$ cat config.mk
export PLATFORM = sky130hd
export DESIGN_NAME = adx_adpcm_decoder_top
export DESIGN_NICKNAME = d
export VERILOG_FILES = /design/src/adx_pkg.sv /design/src/adx_hist_mem.sv /design/src/adx_pred.sv /design/src/adx_adpcm_decoder_top.sv
export SDC_FILE = /design/constraint.sdc
export NUM_CORES = 2
export LEC_CHECK = 0
export BUFFER_PORTS_ARGS = -buffer_cell sky130_fd_sc_hd__buf_4
export CAP_MARGIN = 20
export CORE_UTILIZATION = 52
export CTS_BUF_LIST = sky130_fd_sc_hd__clkbuf_8
export DETAILED_ROUTE_END_ITERATION = 16
export PLACE_DENSITY = 0.67
export SLEW_MARGIN = 15
export SYNTH_ARGS = -nofsm -noshare
export SYNTH_HDL_FRONTEND = slang
export SYNTH_SLANG_ARGS = --single-unit
$ cat constraint.sdc
create_clock -name clk -period 9.93 [get_ports clk]
set_clock_uncertainty 0.15 [all_clocks]
set_input_delay 0 -clock clk [delete_from_list [all_inputs] [get_ports clk]]
set_output_delay 0 -clock clk [all_outputs]
set_load 0.01 [all_outputs]
$ cat src/adx_pkg.sv
// shared types and constants for the adx adpcm decoder
`default_nettype none

package adx_pkg;

  // stream layout
  localparam int unsigned BLOCK_BYTES       = 18;
  localparam int unsigned SAMPLES_PER_BLOCK = 32;
  localparam int unsigned SCALE_BYTES       = 2;

  // predictor fixed point shift (q13 coefficients)
  localparam int unsigned COEF_SHIFT = 13;

  // field widths
  localparam int unsigned SAMPLE_W  = 16;
  localparam int unsigned HIST_W    = 32;
  localparam int unsigned PROD_W    = 48;
  localparam int unsigned ERR_W     = 21;
  localparam int unsigned TAG_W     = 3;
  localparam int unsigned CNT_W     = 32;
  localparam int unsigned BIB_W     = 5;
  localparam int unsigned CHCFG_W   = 4;
  localparam int unsigned PADDR_W   = 4;
  localparam int unsigned PDATA_W   = 32;

  // register index on paddr[3:2]
  typedef enum logic [1:0] {
    REG_COEF_FIRST   = 2'd0,
    REG_COEF_SECOND  = 2'd1,
    REG_CHANNELS     = 2'd2,
    REG_SAMPLE_TOTAL = 2'd3
  } reg_idx_t;

  // control from the sequencer to the predictor unit
  typedef struct packed {
    logic       load;
    logic [3:0] nibble;
  } pred_ctrl_t;

endpackage

`default_nettype wire

$ cat src/adx_hist_mem.sv
// per-channel history memory: one write port, one registered read port
`default_nettype none

module adx_hist_mem #(
  parameter int unsigned DEPTH = 8,
  parameter int unsigned AW    = 3,
  parameter int unsigned DW    = 64
) (
  input  wire logic          clk,
  input  wire logic          rst,
  input  wire logic          we,
  input  wire logic [AW-1:0] waddr,
  input  wire logic [DW-1:0] wdata,
  input  wire logic          re,
  input  wire logic [AW-1:0] raddr,
  output logic      [DW-1:0] rdata
);

  logic [DW-1:0]    mem [DEPTH];
  logic [DEPTH-1:0] valid;
  logic [DW-1:0]    rd_q;
  logic             rd_valid;

  // storage write
  always_ff @(posedge clk) begin
    if (we) begin
      mem[waddr] <= wdata;
    end
  end

  // registered read
  always_ff @(posedge clk) begin
    if (re) begin
      rd_q <= mem[raddr];
    end
  end

  // written-entry flags; an entry never written reads as zero history
  always_ff @(posedge clk) begin
    if (rst) begin
      valid    <= '0;
      rd_valid <= 1'b0;
    end else begin
      if (we) begin
        valid[waddr] <= 1'b1;
      end
      if (re) begin
        rd_valid <= valid[raddr];
      end
    end
  end

  assign rdata = rd_valid ? rd_q : '0;

endmodule

`default_nettype wire

$ cat src/adx_pred.sv
// predictor unit: registered products, then shift, add and saturate
`default_nettype none

module adx_pred (
  input  wire logic                                clk,
  input  wire adx_pkg::pred_ctrl_t                 ctrl,
  input  wire logic [adx_pkg::SAMPLE_W-1:0]        coef_first,
  input  wire logic [adx_pkg::SAMPLE_W-1:0]        coef_second,
  input  wire logic [adx_pkg::SAMPLE_W-1:0]        scale,
  input  wire logic [adx_pkg::HIST_W-1:0]          hist_recent,
  input  wire logic [adx_pkg::HIST_W-1:0]          hist_older,
  output logic      [adx_pkg::HIST_W-1:0]          sum,
  output logic      [adx_pkg::SAMPLE_W-1:0]        pcm
);

  logic signed [adx_pkg::PROD_W-1:0]  prod_a;
  logic signed [adx_pkg::PROD_W-1:0]  prod_b;
  logic signed [adx_pkg::ERR_W-1:0]   err_q;
  logic signed [adx_pkg::PROD_W:0]    pred_full;
  logic signed [adx_pkg::PROD_W:0]    pred_shr;
  logic        [adx_pkg::HIST_W-1:0]  err_ext;
  logic                               in_range;

  // multiply stage: both predictor taps and the scaled nibble
  always_ff @(posedge clk) begin
    if (ctrl.load) begin
      prod_a <= $signed(coef_first) * $signed(hist_recent);
      prod_b <= $signed(coef_second) * $signed(hist_older);
      err_q  <= $signed(ctrl.nibble) * $signed({1'b0, scale});
    end
  end

  // prediction with floor shift, wrapped to 32 bits, plus scaled error
  always_comb begin
    pred_full = {prod_a[adx_pkg::PROD_W-1], prod_a} + {prod_b[adx_pkg::PROD_W-1], prod_b};
    pred_shr  = pred_full >>> adx_pkg::COEF_SHIFT;
    err_ext   = {{(adx_pkg::HIST_W - adx_pkg::ERR_W){err_q[adx_pkg::ERR_W-1]}}, err_q};
    sum       = pred_shr[adx_pkg::HIST_W-1:0] + err_ext;
  end

  // saturate to signed 16 bits
  always_comb begin
    in_range = (sum[adx_pkg::HIST_W-1:adx_pkg::SAMPLE_W-1] == '0) ||
               (sum[adx_pkg::HIST_W-1:adx_pkg::SAMPLE_W-1] == '1);
    if (in_range) begin
      pcm = sum[adx_pkg::SAMPLE_W-1:0];
    end else if (sum[adx_pkg::HIST_W-1]) begin
      pcm = {1'b1, {(adx_pkg::SAMPLE_W-1){1'b0}}};
    end else begin
      pcm = {1'b0, {(adx_pkg::SAMPLE_W-1){1'b1}}};
    end
  end

endmodule

`default_nettype wire

$ cat src/adx_adpcm_decoder_top.sv
// top level of the adx adpcm decoder: config port, byte sequencer, output register
`default_nettype none

// Decodes the data area of a 4-bit ADX stream, one byte per input item. Each
// channel block is a big-endian 16-bit scale followed by 16 bytes of nibbles,
// high nibble first; blocks for all channels in use make one frame. Scale bytes
// and bytes whose samples lie at or past stream_sample_total give no result.
// Each kept nibble makes one pass through the shared predictor, a multiply
// state and then a shift-add-saturate state, after the registered history
// memory read; a stalled output holds the sum state. No new byte is taken until
// the last nibble pass of the byte has left its sum state. The two-sample
// history of every channel sits in one memory of MAX_CHANNELS entries, read
// when the byte is taken and written back once after its last kept nibble;
// entries never written read as zero, so no clearing pass follows reset.
// Results carry the channel tag and the per-channel sample number, and
// run_last marks the last result of a byte. Registers (APB, byte addresses):
// 0x0 coef_first, 0x4 coef_second, 0x8 channels_in_use, 0xC stream_sample_total;
// write them only while the decoder is idle.
module adx_adpcm_decoder_top #(
  parameter int unsigned MAX_CHANNELS = 8
) (
  input  wire logic                              clk,
  input  wire logic                              rst,
  // config port
  input  wire logic                              psel,
  input  wire logic                              penable,
  input  wire logic                              pwrite,
  input  wire logic [adx_pkg::PADDR_W-1:0]       paddr,
  input  wire logic [adx_pkg::PDATA_W-1:0]       pwdata,
  output logic      [adx_pkg::PDATA_W-1:0]       prdata,
  output logic                                   pready,
  // input stream
  input  wire logic                              in_valid,
  output logic                                   in_ready,
  input  wire logic [7:0]                        data_byte,
  // output stream
  output logic                                   out_valid,
  input  wire logic                              out_ready,
  output logic      [adx_pkg::SAMPLE_W-1:0]      pcm_sample,
  output logic      [adx_pkg::TAG_W-1:0]         channel_tag,
  output logic      [adx_pkg::CNT_W-1:0]         sample_number,
  output logic                                   run_last
);

  localparam int unsigned CH_W   = (MAX_CHANNELS > 1) ? $clog2(MAX_CHANNELS) : 1;
  localparam int unsigned MEM_DW = 2 * adx_pkg::HIST_W;
  localparam logic [4:0]  MaxCh  = 5'(MAX_CHANNELS);
  localparam logic [adx_pkg::BIB_W-1:0] LastByte = adx_pkg::BIB_W'(adx_pkg::BLOCK_BYTES - 1);
  localparam logic [adx_pkg::BIB_W-1:0] FirstNib = adx_pkg::BIB_W'(adx_pkg::SCALE_BYTES);
  localparam logic [adx_pkg::CNT_W-1:0] FrameStep =
    adx_pkg::CNT_W'(adx_pkg::SAMPLES_PER_BLOCK);

  typedef enum logic [4:0] {
    S_IDLE = 5'b00001,
    S_MUL0 = 5'b00010,
    S_SUM0 = 5'b00100,
    S_MUL1 = 5'b01000,
    S_SUM1 = 5'b10000
  } state_t;

  // configuration registers
  logic [adx_pkg::SAMPLE_W-1:0] coef_first;
  logic [adx_pkg::SAMPLE_W-1:0] coef_second;
  logic [adx_pkg::CHCFG_W-1:0]  channels_in_use;
  logic [adx_pkg::CNT_W-1:0]    stream_sample_total;

  // stream position
  logic [adx_pkg::BIB_W-1:0]    byte_in_block;
  logic [CH_W-1:0]              block_channel;
  logic [adx_pkg::CNT_W-1:0]    frame_first_sample;
  logic [adx_pkg::SAMPLE_W-1:0] block_scale;

  // per-byte working registers
  state_t                       state;
  state_t                       state_next;
  logic [7:0]                   byte_q;
  logic [CH_W-1:0]              chan_q;
  logic [adx_pkg::CNT_W-1:0]    num_q;
  logic                         keep1;
  logic [adx_pkg::HIST_W-1:0]   work_recent;
  logic [adx_pkg::HIST_W-1:0]   work_older;

  // combinational helpers
  logic                         accept;
  logic                         nib_byte;
  logic [adx_pkg::BIB_W-1:0]    off0;
  logic [adx_pkg::CNT_W:0]      num0_full;
  logic [adx_pkg::CNT_W:0]      num1_full;
  logic                         keep0_c;
  logic                         keep1_c;
  logic [4:0]                   eff_ch;
  logic [4:0]                   ch_inc;
  logic                         cfg_wr;
  logic                         out_free;
  logic                         in_sum;
  logic                         hist_we;
  logic [MEM_DW-1:0]            mem_rdata;
  logic [adx_pkg::HIST_W-1:0]   op_recent;
  logic [adx_pkg::HIST_W-1:0]   op_older;
  logic [adx_pkg::HIST_W-1:0]   pred_sum;
  logic [adx_pkg::SAMPLE_W-1:0] pred_pcm;
  adx_pkg::pred_ctrl_t          pctrl;

  // config port write and read
  assign pready = 1'b1;
  assign cfg_wr = psel && penable && pwrite && pready;

  always_ff @(posedge clk) begin
    if (rst) begin
      coef_first          <= '0;
      coef_second         <= '0;
      channels_in_use     <= adx_pkg::CHCFG_W'(1);
      stream_sample_total <= '0;
    end else if (cfg_wr) begin
      unique case (adx_pkg::reg_idx_t'(paddr[3:2]))
        adx_pkg::REG_COEF_FIRST:   coef_first          <= pwdata[adx_pkg::SAMPLE_W-1:0];
        adx_pkg::REG_COEF_SECOND:  coef_second         <= pwdata[adx_pkg::SAMPLE_W-1:0];
        adx_pkg::REG_CHANNELS:     channels_in_use     <= pwdata[adx_pkg::CHCFG_W-1:0];
        adx_pkg::REG_SAMPLE_TOTAL: stream_sample_total <= pwdata;
        default:                   coef_first          <= coef_first;
      endcase
    end
  end

  always_comb begin
    unique case (adx_pkg::reg_idx_t'(paddr[3:2]))
      adx_pkg::REG_COEF_FIRST:   prdata = {{(adx_pkg::PDATA_W - adx_pkg::SAMPLE_W){1'b0}},
                                           coef_first};
      adx_pkg::REG_COEF_SECOND:  prdata = {{(adx_pkg::PDATA_W - adx_pkg::SAMPLE_W){1'b0}},
                                           coef_second};
      adx_pkg::REG_CHANNELS:     prdata = {{(adx_pkg::PDATA_W - adx_pkg::CHCFG_W){1'b0}},
                                           channels_in_use};
      adx_pkg::REG_SAMPLE_TOTAL: prdata = stream_sample_total;
      default:                   prdata = '0;
    endcase
  end

  // input acceptance and sample numbering for the byte
  assign in_ready = (state == S_IDLE);
  assign accept   = in_valid && in_ready;
  assign nib_byte = (byte_in_block >= FirstNib);

  always_comb begin
    off0      = {byte_in_block[3:0] - 4'(adx_pkg::SCALE_BYTES), 1'b0};
    num0_full = {1'b0, frame_first_sample} + (adx_pkg::CNT_W + 1)'(off0);
    num1_full = num0_full + (adx_pkg::CNT_W + 1)'(1);
    keep0_c   = nib_byte && (num0_full < {1'b0, stream_sample_total});
    keep1_c   = nib_byte && (num1_full < {1'b0, stream_sample_total});
  end

  // effective channel count, clamped to 1..MAX_CHANNELS
  always_comb begin
    if (channels_in_use == '0) begin
      eff_ch = 5'd1;
    end else if (5'(channels_in_use) > MaxCh) begin
      eff_ch = MaxCh;
    end else begin
      eff_ch = 5'(channels_in_use);
    end
    ch_inc = 5'(block_channel) + 5'd1;
  end

  // stream position and block scale advance on every accepted item
  always_ff @(posedge clk) begin
    if (rst) begin
      byte_in_block      <= '0;
      block_channel      <= '0;
      frame_first_sample <= '0;
      block_scale        <= '0;
    end else if (accept) begin
      if (byte_in_block == '0) begin
        block_scale <= {data_byte, 8'h00};
      end else if (byte_in_block == adx_pkg::BIB_W'(1)) begin
        block_scale <= {block_scale[15:8], data_byte};
      end
      if (byte_in_block == LastByte) begin
        byte_in_block <= '0;
        if (ch_inc >= eff_ch) begin
          block_channel      <= '0;
          frame_first_sample <= frame_first_sample + FrameStep;
        end else begin
          block_channel <= ch_inc[CH_W-1:0];
        end
      end else begin
        byte_in_block <= byte_in_block + adx_pkg::BIB_W'(1);
      end
    end
  end

  // latch the byte's payload for the nibble passes
  always_ff @(posedge clk) begin
    if (accept) begin
      byte_q <= data_byte;
      chan_q <= block_channel;
      num_q  <= num0_full[adx_pkg::CNT_W-1:0];
    end
  end

  always_ff @(posedge clk) begin
    if (rst) begin
      keep1 <= 1'b0;
    end else if (accept) begin
      keep1 <= keep1_c;
    end
  end

  // sequencer
  assign out_free = !out_valid || out_ready;
  assign in_sum   = (state == S_SUM0) || (state == S_SUM1);

  always_comb begin
    state_next = state;
    unique case (state)
      S_IDLE: if (accept && keep0_c) state_next = S_MUL0;
      S_MUL0: state_next = S_SUM0;
      S_SUM0: if (out_free) state_next = keep1 ? S_MUL1 : S_IDLE;
      S_MUL1: state_next = S_SUM1;
      S_SUM1: if (out_free) state_next = S_IDLE;
      default: state_next = S_IDLE;
    endcase
  end

  always_ff @(posedge clk) begin
    if (rst) begin
      state <= S_IDLE;
    end else begin
      state <= state_next;
    end
  end

  // history memory: read on accept, write back after the last kept nibble
  assign hist_we = out_free && ((state == S_SUM1) || ((state == S_SUM0) && !keep1));

  adx_hist_mem #(
    .DEPTH (MAX_CHANNELS),
    .AW    (CH_W),
    .DW    (MEM_DW)
  ) u_hist (
    .clk   (clk),
    .rst   (rst),
    .we    (hist_we),
    .waddr (chan_q),
    .wdata ({pred_sum, work_recent}),
    .re    (accept),
    .raddr (block_channel),
    .rdata (mem_rdata)
  );

  // predictor operands: memory on the first nibble, working history after
  always_comb begin
    if (state == S_MUL0) begin
      op_recent = mem_rdata[MEM_DW-1:adx_pkg::HIST_W];
      op_older  = mem_rdata[adx_pkg::HIST_W-1:0];
    end else begin
      op_recent = work_recent;
      op_older  = work_older;
    end
    pctrl.load   = (state == S_MUL0) || (state == S_MUL1);
    pctrl.nibble = (state == S_MUL0) ? byte_q[7:4] : byte_q[3:0];
  end

  // working history shifts as each nibble completes
  always_ff @(posedge clk) begin
    if (state == S_MUL0) begin
      work_recent <= op_recent;
      work_older  <= op_older;
    end else if (in_sum && out_free) begin
      work_recent <= pred_sum;
      work_older  <= work_recent;
    end
  end

  adx_pred u_pred (
    .clk         (clk),
    .ctrl        (pctrl),
    .coef_first  (coef_first),
    .coef_second (coef_second),
    .scale       (block_scale),
    .hist_recent (op_recent),
    .hist_older  (op_older),
    .sum         (pred_sum),
    .pcm         (pred_pcm)
  );

  // output register
  always_ff @(posedge clk) begin
    if (rst) begin
      out_valid <= 1'b0;
    end else if (in_sum && out_free) begin
      out_valid <= 1'b1;
    end else if (out_ready) begin
      out_valid <= 1'b0;
    end
  end

  always_ff @(posedge clk) begin
    if (in_sum && out_free) begin
      pcm_sample    <= pred_pcm;
      channel_tag   <= adx_pkg::TAG_W'(chan_q);
      sample_number <= (state == S_SUM1) ? num_q + adx_pkg::CNT_W'(1) : num_q;
      run_last      <= (state == S_SUM1) || !keep1;
    end
  end

  // second nibble pass only when that nibble is kept
  a_sum1_kept: assert property (@(posedge clk) disable iff (rst)
    (state == S_MUL1) |-> keep1)
    else $error("second nibble pass without a kept second nibble");

  // a new result only comes from a sum cycle
  a_out_from_sum: assert property (@(posedge clk) disable iff (rst)
    $rose(out_valid) |-> $past(state == S_SUM0 || state == S_SUM1))
    else $error("result appeared outside a sum cycle");

  // history write-back returns the sequencer to idle
  a_wb_idle: assert property (@(posedge clk) disable iff (rst)
    hist_we |=> (state == S_IDLE))
    else $error("history written back before the item finished");

  // no item is taken while a nibble pass is in flight
  a_no_accept_busy: assert property (@(posedge clk) disable iff (rst)
    (state == S_MUL0 || state == S_MUL1) |=> !accept)
    else $error("item accepted during a nibble pass");

endmodule

`default_nettype wire

==> flow_summary.ini <==
[logic_synthesis]
synth_fp_nets = 8277
syn_area_per_cell_um2 = 11.20
synthDistinctLibCells = 97
synthFlopType = edfxtp_1
synth_edf_count = 845
async_flop_share_pct = 0
yosysWarnings = 0
synth_cells = 6891
ys_seq_area_share_pct = 36.38
netlist_area_um2 = 77170
synth-seq-cells = 980

[sta]
rsz0062_at_grt = no
final_max_slew_viol_count = 0
fmax_mhz = 110.2
hold_viol_final = 0
setup_viol = 0
fin_crit_sh_pct = 91.37
hold_slack_ps = 232.6
tightest_slew_ps = 1223
worst_slack_ps = 856.9
finalSetupTns_ps = 0
slew_headroom_pct = 17.81
min_period_ps = 9073

[pwr]
p_leak_nw = 36.46
vdd_drop_max_mv = 0.1532
power_density_nw_per_um2 = 103.4

[worst_setup_path]
critPathKind = reg -> reg
cp.arrival_ps = 9520
start_kind = flip-flop
crit_path_max_fanout = 55
cp.required_ps = 10380
cp-end-kind = flip-flop

[floorplan]
top_level_ports = 138
dieArea_um2 = 150000
start_util_pct = 52.70
core-area_um2 = 146400
rows = 140
die_w_um = 387.2
die_h_um = 387.2

[global_route]
gr-total-overflow = 0
grt_max_degree = 82
grt_pass1_vias = 54880
grt_usage_pct = 27.35
antenna_found_initial = 2
grt_first_pass_wirelength_mm = 313.9

[cts]
cts_resized = 0
numCtsBuffers = 161
cts_setup_buffers = 0
cts-htree-levels = 4
clk_pin_slew_ps = 60
cts.sinks = 980
cts_max_path_buffers = 3
insertion_delay_ps = 890
cts_tree = done
clockRootBuffer = clkbuf_8

[finish]
layout_commonest_cell = inv_1
drive_above_1_share_pct = 10.50
mostFrequentLayoutCells = inv_1, nand2_1, fa_1, edfxtp_1, and2_1
finalNetCount = 8557
fillers = 12120
area_growth_pct = 10.27

[placement]
portBuffers = 134
place.gp.congestion = 0.9432
place_ws_ps = 953.9
dp_hpwl_mm = 148.6

[drt]
wire_per_inst_um = 21.78
drc = 0
drt_iter0_markers = 4040
dr.pass1.iters = 6
drt_wl_total_mm = 200.9
vias = 51730
ant_nets = 0
viasPerCell = 5.608

[min_path]
hp-class = in -> reg

[outcome]
status = completed

[flow_run]
cap_violations = 0
[synth_stat cells, drive strengths merged, types with 15 or more instances]
| cell type | instances | area (um^2) |
|---|---|---|
| a21oi | 246 | 1239 |
| dfxtp | 135 | 2703 |
| mux2i | 21 | 210.2 |
| ha | 379 | 4742 |
| a21o | 106 | 795.8 |
| a31oi | 24 | 150.1 |
| o21bai | 19 | 142.6 |
| or3 | 17 | 111.4 |
| mux4 | 134 | 3018 |
| nor2 | 222 | 833.3 |
| a211oi | 21 | 162.6 |
| nor3 | 42 | 232.7 |
| nand3 | 57 | 285.3 |
| o211ai | 15 | 117.6 |
| xor2 | 71 | 621.9 |
| nand2 | 969 | 3640 |
| clkbuf | 256 | 964.7 |
| o21a | 23 | 180.2 |
| or2 | 32 | 202.7 |
| a22o | 57 | 499.2 |
| and2 | 407 | 2546 |
| edfxtp | 845 | 25370 |
| and3 | 23 | 143.9 |
| nand2b | 36 | 225.2 |
| buf | 32 | 143.9 |
| fa | 956 | 19140 |
| inv | 1236 | 4639 |
| nor2b | 41 | 256.5 |
| xnor2 | 122 | 1069 |
| mux2 | 64 | 720.7 |
| nand4 | 29 | 181.4 |
| o21ai | 113 | 569.3 |
[path summary, 6_finish.rpt]
path	cells after the start	slack, ps	to	start
setup / recovery	27	860	u_pred.prod_a[43]	state[4]
hold / removal	6	230	coef_first[1]	paddr[3]
setup reg to reg	27	860	u_pred.prod_a[43]	state[4]
hold reg to reg	0	240	sample_number[23]	num_q[23]
[final cells by class]
type	count	area (um^2)	area share (%)
multi-input cells	4387	43440	51.04
diodes	3	7.507	0.008822
flip-flops and latches	980	28100	33.02
repair buffers	405	3403	3.999
clock inverters	133	878.3	1.032
well taps	1917	2399	2.819
inverters	1236	4644	5.458
clock buffers	162	2230	2.620
[metal layers]
metal / vias to the layer above / part of all wire, % / GRT usage (%)
li1: 22930 / - / -
met2: 1906 / 49 / 46.10
met5: - / 0.0035 / 0
met4: 2 / 4.7 / 11.73
met1: 26470 / 39 / 34.86
met3: 414 / 7.3 / 4.655
[state kept, by name, summed over array words and instances (netlist names), 27 cells and up]
| name | count |
|---|---|
| frame_first_sample | 27 |
| sample_number | 32 |
| u_hist.mem | 512 |
| u_pred.prod_b | 45 |
| u_hist.rd_q | 64 |
| work_older | 32 |
| u_pred.prod_a | 45 |
| work_recent | 32 |
| stream_sample_total | 32 |
| num_q | 31 |
[worst max-delay path, stage by stage, from the launching register on]
cell and delay, ps:
dfxtp_1 370, or3_1 560, nor3_4 250, buf_12 290, buf_4 310, nand2_1 100, nand2_1 600, nand2_1 170
fa_1 520, inv_1 50, fa_1 500, fa_1 570, fa_1 450, fa_1 500, inv_1 50, fa_1 470
inv_1 40, ha_1 330, a21o_1 200, a21o_1 160, a21oi_1 190, o21ai_0 160, a32oi_2 290, o221ai_1 240
o41ai_2 540, o211ai_1 270, a41oi_1 290, xnor2_1 80
[report_power, final]
group / switching, mW / internal [mW]
combinational: 0.476 / 0.304
clock: 1.72 / 1.74
sequential: 0.0417 / 4.51
total: 2.24 / 6.56
[logic make-up after synthesis]
| kind of cell | count (synthesis) | synth area share (%) |
|---|---|---|
| mux | 219 | 5.117 |
| compound gates | 728 | 6.229 |
| xor+xnor | 195 | 2.250 |
| buf+inv | 1524 | 7.448 |
| fa+ha+maj | 1335 | 30.94 |
| simple gates | 1909 | 11.62 |
| flops | 980 | 36.38 |
| other cells | 1 | 0.004859 |
[per-stage QoR]
stage          util (%)  cells  power [mW]  area (um^2)
4_1_cts           58.07   9218       8.853        85040
2_1_floorplan         -   6891       5.150        77170
3_5_place_dp      55.07   8794       5.386        80640
5_1_grt           58.10   9221       9.130        85090
6_report          58.11   9223       8.803        85090
3_3_place_gp      55.07   8794       5.370        80640
[repair_timing]
item,CTS,global route
hold buffers,129,0
hold endpoints to repair,168,0
setup endpoints to repair,0,0
No activity file was read; power rests on OpenSTA's default activity.
